$ cat config.mk
export PLATFORM = sky130hd
export DESIGN_NAME = mpff_ctrl
export DESIGN_NICKNAME = d
export VERILOG_FILES = /design/src/hdl/mpff_pkg.sv /design/src/hdl/mpff_ctrl.sv
export SDC_FILE = /design/constraint.sdc
export NUM_CORES = 1
export LEC_CHECK = 0
export BUFFER_PORTS_ARGS = -buffer_cell sky130_fd_sc_hd__buf_2
export CAP_MARGIN = 20
export CORE_UTILIZATION = 65
export CTS_CLUSTER_DIAMETER = 40
export CTS_CLUSTER_SIZE = 40
export DETAILED_ROUTE_END_ITERATION = 16
export MAX_ROUTING_LAYER = met4
export PLACE_DENSITY = 0.95
export SYNTH_ARGS = -nofsm -noshare
export SYNTH_HDL_FRONTEND = slang
export SYNTH_SLANG_ARGS = --single-unit
$ cat constraint.sdc
create_clock -name clk_i -period 12 [get_ports clk_i]
set_input_delay 0.6 -clock clk_i [delete_from_list [all_inputs] [get_ports clk_i]]
set_output_delay 0.6 -clock clk_i [all_outputs]
set_load 0.02 [all_outputs]
$ cat src/hdl/mpff_pkg.sv
// shared constants and types of the pcm frame fifo
`timescale 1ns / 1ps
package mpff_pkg;

  localparam int DEPTH_FRAMES = 1024;
  localparam int MAX_CHANNELS = 8;
  localparam int ADDR_W       = $clog2(DEPTH_FRAMES);
  localparam int CNT_W        = 11;
  localparam int SAMPLE_W     = 16;
  localparam int CHAN_W       = 4;
  localparam int PADDR_W      = 3;
  localparam int PDATA_W      = 32;

  localparam logic [CNT_W-1:0]  DEPTH_CNT  = CNT_W'(DEPTH_FRAMES);
  localparam logic [CNT_W-1:0]  TALLY_MAX  = '1;
  localparam logic [CNT_W-1:0]  CAP_RESET  = CNT_W'(1024);
  localparam logic [CHAN_W-1:0] CHAN_RESET = CHAN_W'(2);
  localparam logic [CHAN_W-1:0] CHAN_MAX   = CHAN_W'(MAX_CHANNELS);

  localparam logic OP_WRITE = 1'b0;
  localparam logic OP_READ  = 1'b1;

  localparam logic REG_CAPACITY = 1'b0;
  localparam logic REG_CHANNELS = 1'b1;

  typedef struct packed {
    logic              we;
    logic              re;
    logic [ADDR_W-1:0] addr;
    logic              ok;
    logic              rd;
    logic [CNT_W-1:0]  held;
    logic [CNT_W-1:0]  tally;
  } mpff_cmd_t;

endpackage

$ cat src/hdl/mpff_ctrl.sv
// pointer, fill count and call tally control
`timescale 1ns / 1ps
module mpff_ctrl (
  input  logic                       clk_i,
  input  logic                       rst_ni,
  input  logic                       clear_i,
  input  logic                       accept_i,
  input  logic                       opcode_i,
  input  logic                       last_frame_i,
  input  logic [mpff_pkg::CNT_W-1:0] cap_i,
  output mpff_pkg::mpff_cmd_t        cmd_o
);
  import mpff_pkg::*;

  logic [ADDR_W-1:0] rp_q, rp_d;
  logic [CNT_W-1:0]  held_q, held_d;
  logic [CNT_W-1:0]  tally_q, tally_d;
  logic              rd, ok;
  logic [CNT_W:0]    wr_sum;
  logic [CNT_W:0]    wr_slot;
  logic [CNT_W-1:0]  rd_slot;
  logic [CNT_W-1:0]  rd_next;
  logic [CNT_W-1:0]  held_new;
  logic [CNT_W-1:0]  tally_new;

  always_comb begin
    rd      = (opcode_i == OP_READ);
    wr_sum  = (CNT_W+1)'(rp_q) + (CNT_W+1)'(held_q);
    wr_slot = (wr_sum >= (CNT_W+1)'(cap_i)) ? wr_sum - (CNT_W+1)'(cap_i) : wr_sum;
    rd_slot = (CNT_W'(rp_q) >= cap_i) ? '0 : CNT_W'(rp_q);
    rd_next = ((rd_slot + CNT_W'(1)) >= cap_i) ? '0 : rd_slot + CNT_W'(1);
    ok      = rd ? (held_q != '0) : (held_q < cap_i);

    held_new = held_q;
    if (ok) begin
      held_new = rd ? held_q - CNT_W'(1) : held_q + CNT_W'(1);
    end
    tally_new = (ok && tally_q != TALLY_MAX) ? tally_q + CNT_W'(1) : tally_q;

    cmd_o.we    = accept_i && ok && !rd;
    cmd_o.re    = accept_i && ok && rd;
    cmd_o.addr  = rd ? rd_slot[ADDR_W-1:0] : wr_slot[ADDR_W-1:0];
    cmd_o.ok    = ok;
    cmd_o.rd    = rd;
    cmd_o.held  = held_new;
    cmd_o.tally = tally_new;

    rp_d    = rp_q;
    held_d  = held_q;
    tally_d = tally_q;
    if (clear_i) begin
      rp_d    = '0;
      held_d  = '0;
      tally_d = '0;
    end else if (accept_i) begin
      if (ok && rd) begin
        rp_d = rd_next[ADDR_W-1:0];
      end
      held_d  = held_new;
      tally_d = last_frame_i ? '0 : tally_new;
    end
  end

  always_ff @(posedge clk_i or negedge rst_ni) begin
    if (!rst_ni) begin
      rp_q    <= '0;
      held_q  <= '0;
      tally_q <= '0;
    end else begin
      rp_q    <= rp_d;
      held_q  <= held_d;
      tally_q <= tally_d;
    end
  end

endmodule

======== Yosys cells after proc, flatten, opt, wreduce, memory -nomap -nowiden ========
Cells that the tools add are included.
word-level totals
  register bits ........................... 32
  bits of input ports ..................... 17
  output and inout bits ................... 36
  word-level logic and storage cells ...... 40
operators by class
  add/sub/neg operators ................... 6
  order comparisons ....................... 4
  equality and inequality tests ........... 1
  muxes and demuxes ....................... 16
  reductions and logical operators ........ 10
operator list
  kind                                                 count
  2-to-1 mux 11 bit                                    8
  2-to-1 mux 10 bit                                    7
  adder 11 x 1 -> 11 bit (second input constant)       2
  adder 10 x 11 -> 12 bit                              1
  >= comparator 12 x 11 -> 1 bit                       1
  adder 10 x 1 -> 11 bit (second input constant)       1
  >= comparator 10 x 11 -> 1 bit                       1
  >= comparator 11 bit                                 1
  < comparator 11 bit                                  1
  != test 11 bit (second input constant)               1
  nonzero test 11 bit                                  1
  subtractor 11 x 1 -> 11 bit (second input constant)  1
  subtractor 10 bit                                    1
  logical AND 1 bit                                    5
  nonzero test 2 bit                                   2
  AND reduction 2 bit                                  1
  zero test 1 bit                                      1
  2-to-1 mux 1 bit                                     1

======== Longest topological paths before layout ========
  depth after elaboration ................. 8
  mapped depth ............................ 24
  mapped depth without buffers ............ 21

======== Worst setup path before layout ========
OpenSTA, ideal clock, no wires.
  kind .................................... input to register
  start point ............................. input cap_i[4] (netlist bit)
  end point ............................... register rp_q[6]
  setup time .............................. 0.082 ns
  arrival time ............................ 4.502 ns
  slack ................................... 7.416 ns
  stages .................................. 24
  buffers on the path ..................... 3
  path through ............................ inv_1 ha_1 a21oi_1 o21ai_0 a21oi_1 a21oi_2 or2_1 buf_2 nor2_1 ha_1 and3_1 clkbuf_1 and3_1 xnor2_1 nor2_1 ha_1 and3_1 a22oi_1 nand3_1 a31o_2 nor3_4 buf_4 a41oi_1 a31oi_1
between the ends
  word-level cells in the longest chain between the ends .. 8
ends and longest elaborated chain
  what                            RTL line         source
  start, declared                 mpff_ctrl.sv:10  input logic [mpff_pkg::CNT_W-1:0] cap_i,
  >= comparator 10 x 11 -> 1 bit  mpff_ctrl.sv:30  rd_slot = (CNT_W'(rp_q) >= cap_i) ? '0 : CNT_W'(rp_q);
  2-to-1 mux 10 bit               mpff_ctrl.sv:30
  adder 10 x 1 -> 11 bit          mpff_ctrl.sv:31  rd_next = ((rd_slot + CNT_W'(1)) >= cap_i) ? '0 : rd_slot + CNT_W'(1);
  >= comparator 11 bit            mpff_ctrl.sv:31
  2-to-1 mux 10 bit               mpff_ctrl.sv:31
  2-to-1 mux 10 bit               mpff_ctrl.sv:56  if (ok && rd) begin
  2-to-1 mux 10 bit               mpff_ctrl.sv:55  end else if (accept_i) begin
  2-to-1 mux 10 bit               mpff_ctrl.sv:51  if (clear_i) begin
  end signal, assigned            mpff_ctrl.sv:70  rp_q <= rp_d;
  end, declared                   mpff_ctrl.sv:15  logic [ADDR_W-1:0] rp_q, rp_d;
Parallel ways exist; a longest one is shown, timed or not. The select of a mux whose other input is x is not followed.
A chain may end at the register's enable or synchronous reset.

==> out/summary.log <==
qor: critical_path.setup.worst_path.class reg2out
qor: sta.timing.max_slew.rel_slack 0.451
qor: synth.yosys.area_share.xor_xnor 0.0923
qor: status.status complete, no violations
qor: die.initial_core_util 0.673
qor: synth.sequential_to_total_area_share_from_yosys_stat 0.188
qor: die.ioPinCount 53
qor: routing.routed-via-count 4021
qor: grt.gr-usage-all-layers 0.330
qor: routing.route.detailed.drc 0
qor: critical_path.crit_path_max_fanout 14
qor: sta.period_share 0.436
qor: synth.post_synth_and_or_nand_nor_area_fraction 0.189
qor: clock_tree.clk_latency 0.29 ns
qor: clock_tree.h-tree-depth 2
qor: die.row_count 29
qor: pwr.power_leakage 0.00236 µW
qor: die.coreArea 6350 µm²
qor: final_layout.sequential_cell_area 801 µm²
qor: synth.synth_compound_gate_area_share 0.223
qor: critical_path.end_kind output port
qor: clock_tree.tritoncts_clock_tree yes
qor: synth.ys_async_sr_fraction 1.00
qor: synth.synth-seq-cells 32
qor: synth.synth_ff_type sky130_fd_sc_hd__dfrtp_1
qor: synth.yosysWarningCount 0
qor: grt.pin_count_of_the_biggest_net_entering_global_routing 36
qor: grt.grt_pass1_wl 18200 µm
qor: final_layout.layout-drive-gt1-share 0.168
qor: grt.gr-total-overflow 0
qor: routing.drtAntennaViolNets 0
qor: routing.route.detailed.wl_per_inst 17.2 µm
qor: place.portBuffers 52
qor: final_layout.multi_input_comb_area 3250 µm²
qor: sta.time_the_worst_path_needs_with_i_o_delays_and_setup 5.23 ns
qor: synth.yosys.area_share.adder 0.199
qor: die.fp.dieH 83.1 µm
qor: synth.post_synth_num_cell_types 67
qor: die.die_w 83.1 µm
qor: synth.nets_in_the_synthesized_netlist 584
qor: clock_tree.clkSinkCount 32
qor: synth.synth_area 4270 µm²
qor: pwr.power.clock.fraction 0.128
qor: critical_path.r2r_end rp_q[6]
qor: critical_path.crit_arrival 4.63 ns
qor: synth.syn_avg_cell_area 8.52 µm²
qor: clock_tree.cts_made_buffers 5
qor: final_layout.area_growth 7.94%
qor: synth.synth-edff-count 0
qor: sta.fmaxAchievable 0.191 GHz
qor: synth.syn_inst 501
qor: clock_tree.post_cts_buffers 0
qor: routing.detailedRoute.firstIterationViolations 266
qor: final_layout.finish.net_count 623
qor: place.place.gp.congestion 0.928
qor: grt.via_count_of_the_first_global_routing_pass 3963
qor: pwr.powerDensity 176 nW/µm²
qor: pwr.p_sw 401 µW
qor: sta.worst_clock_skew 0.00622 ns
qor: clock_tree.cts_resized 0
qor: clock_tree.clock_buffer_depth 2
qor: clock_tree.cts.root.buffer_cell sky130_fd_sc_hd__clkbuf_8
qor: pwr.p_sw_frac 0.495
qor: critical_path.setup.reg_to_reg.worst_slack 6.99 ns
qor: synth.synth_top_family_by_area compound AO/OA/AOI/OAI gates
qor: place.dpl.hpwl 8350 µm
qor: critical_path.ff2ff_path_depth 20
qor: clock_tree.clkSlewWorstSetupHoldPaths 0.07 ns
qor: routing.route.final.wire_length 10600 µm
qor: sta.fin_worst_hold_slack 0.360 ns
qor: pwr.vdd_drop_max 150 µV
qor: critical_path.worstPathRequired 11.40 ns
qor: worst_hold_path.min_path_type in2async
qor: sta.finalSetupViolCount 0
qor: sta.setup_tns 0 ns
qor: grt.antenna_found_initial 0
qor: pwr.share_seq_of_total_power 0.194
qor: critical_path.cp-start-kind register
qor: synth.post_synth_mux_area_share 0.0595
qor: sta.worstMarginPinSlew 0.823 ns
qor: sta.slew_viol_final 0
qor: die.fp.dieArea 6900 µm²
qor: routing.detailedRoute.firstPassIterationCount 5
qor: clock_tree.holdBufCountCts 0
qor: final_layout.fillers 441
qor: pwr.combinationalPowerShare 0.679
qor: final_layout.layout.core_utilization 0.726
qor: pwr.power.internal 409 µW
qor: sta.final_report_hold_violation_count 0
qor: routing.post_drt_via_cell_ratio 6.51
qor: critical_path.timing.rr.start rp_q[4]
qor: final_layout.antenna-diode-count 0
qor: flow_run.drv.max_cap_violation_count 0
qor: sta.grt_setup_unrepaired false
[cell usage in the layout (no fill, tap or decap), types with 4 or more instances in the layout]
cell                       count
sky130_fd_sc_hd__ha_1         63
sky130_fd_sc_hd__buf_2        52
sky130_fd_sc_hd__a21oi_1      36
sky130_fd_sc_hd__nor2_1       36
sky130_fd_sc_hd__nand2_1      35
sky130_fd_sc_hd__xnor2_1      32
sky130_fd_sc_hd__dfrtp_1      32
sky130_fd_sc_hd__inv_1        23
sky130_fd_sc_hd__a31oi_1      19
sky130_fd_sc_hd__nand3_1      17
sky130_fd_sc_hd__o21ai_0      14
sky130_fd_sc_hd__xor2_1       13
sky130_fd_sc_hd__mux2i_1      13
sky130_fd_sc_hd__nand2b_1     12
sky130_fd_sc_hd__and3_1       12
sky130_fd_sc_hd__a21o_1       11
sky130_fd_sc_hd__o21ai_1      10
sky130_fd_sc_hd__mux2_2       10
sky130_fd_sc_hd__nor3_1        9
sky130_fd_sc_hd__o31ai_1       6
sky130_fd_sc_hd__nand4_1       5
sky130_fd_sc_hd__clkbuf_8      5
sky130_fd_sc_hd__o21bai_1      4
sky130_fd_sc_hd__o41ai_1       4
sky130_fd_sc_hd__a41oi_1       4
[sequential cells by signal, summed over array words and instances, names as in the netlist]
register and count:
rp_q 10, held_q 11, tally_q 11
[worst max path at each step]
| stage | start | end |
|---|---|---|
| after floorplan | cap_i[4] | rp_q[6] |
| after global placement | cap_i[4] | rp_q[6] |
| after detailed placement | cap_i[4] | rp_q[6] |
| after CTS | held_q[0] | cmd_o[24] |
| after global routing | held_q[0] | cmd_o[24] |
| final | held_q[0] | cmd_o[24] |
[power groups by stage]
stage / Clock (µW) / Combinational, µW / Sequential, µW
6_report: 103 / 550 / 157
2_1_floorplan: 0 / 436 / 143
5_1_grt: 110 / 602 / 158
3_3_place_gp: 0 / 517 / 157
4_1_cts: 104 / 545 / 155
3_5_place_dp: 0 / 542 / 157
[through the flow]
stage                     worst slack [ns]  total power [µW]  cells  cell area [µm²]
after floorplan                       7.42               579    501             4270
after global placement                7.07               674    610             4500
after detailed placement              6.83               700    610             4500
after CTS                             6.86               804    618             4610
after global routing                  6.51               870    618             4610
final                                 6.77               810    618             4610
[cell families (layout without fill, tap and decap cells)]
kind of cell	Yosys count	count (layout)
XOR/XNOR	45	45
buffers and inverters	44	84
adder cells (fa/ha/maj)	66	66
AO/OA/AOI/OAI	136	136
flip-flops	32	32
AND/OR/NAND/NOR	154	154
multiplexers	24	24
[cell usage after synthesis, types with 4 or more instances]
master | instances | share of area
sky130_fd_sc_hd__nand2_1 | 35 | 0.031
sky130_fd_sc_hd__ha_1 | 63 | 0.18
sky130_fd_sc_hd__nor3_1 | 9 | 0.011
sky130_fd_sc_hd__a21o_1 | 11 | 0.019
sky130_fd_sc_hd__a31oi_1 | 19 | 0.028
sky130_fd_sc_hd__o21ai_0 | 14 | 0.016
sky130_fd_sc_hd__mux2_2 | 10 | 0.026
sky130_fd_sc_hd__o21ai_1 | 10 | 0.012
sky130_fd_sc_hd__nand4_1 | 5 | 0.0073
sky130_fd_sc_hd__dfrtp_1 | 32 | 0.19
sky130_fd_sc_hd__o41ai_1 | 4 | 0.0082
sky130_fd_sc_hd__nand2b_1 | 12 | 0.018
sky130_fd_sc_hd__buf_2 | 4 | 0.0047
sky130_fd_sc_hd__and3_1 | 12 | 0.018
sky130_fd_sc_hd__a21oi_1 | 36 | 0.042
sky130_fd_sc_hd__o21bai_1 | 4 | 0.0070
sky130_fd_sc_hd__nand3_1 | 17 | 0.020
sky130_fd_sc_hd__a41oi_1 | 4 | 0.0082
sky130_fd_sc_hd__nor2_1 | 36 | 0.032
sky130_fd_sc_hd__o31ai_1 | 6 | 0.011
sky130_fd_sc_hd__clkbuf_1 | 9 | 0.0079
sky130_fd_sc_hd__xnor2_1 | 32 | 0.066
sky130_fd_sc_hd__xor2_1 | 13 | 0.027
sky130_fd_sc_hd__mux2i_1 | 13 | 0.030
sky130_fd_sc_hd__inv_1 | 23 | 0.020
[area by class of cell]
cell class	count	area share
clock buffers	6	0.0157
clock inverters	2	0.00760
inverters	24	0.0195
multi-input cells	425	0.706
flip-flops and latches	32	0.174
well taps	77	0.0209
repair buffers	52	0.0565
[critical path, cell delays in order, from the launching register on]
cell and delay, ns:
sky130_fd_sc_hd__dfrtp_1 0.51, sky130_fd_sc_hd__ha_1 0.30, sky130_fd_sc_hd__fa_1 0.42, sky130_fd_sc_hd__a21oi_1 0.19, sky130_fd_sc_hd__o211ai_1 0.15, sky130_fd_sc_hd__o41ai_1 0.46
sky130_fd_sc_hd__o21bai_1 0.12, sky130_fd_sc_hd__a21oi_1 0.20, sky130_fd_sc_hd__xnor2_1 0.09, sky130_fd_sc_hd__ha_1 0.19, sky130_fd_sc_hd__a211oi_1 0.35, sky130_fd_sc_hd__o211ai_1 0.21
sky130_fd_sc_hd__a32oi_4 0.54, sky130_fd_sc_hd__mux2i_1 0.17, sky130_fd_sc_hd__mux2_2 0.29, sky130_fd_sc_hd__buf_2 0.16
[metal layers]
layer,part of all wire,GRT usage,wire (µm)
met1,0.44,0.402,4650
met4,0.029,0.143,309
met2,0.48,0.546,5070
met3,0.055,0.0447,581
met5,0,-,0
(Power assumes the default switching activity.)
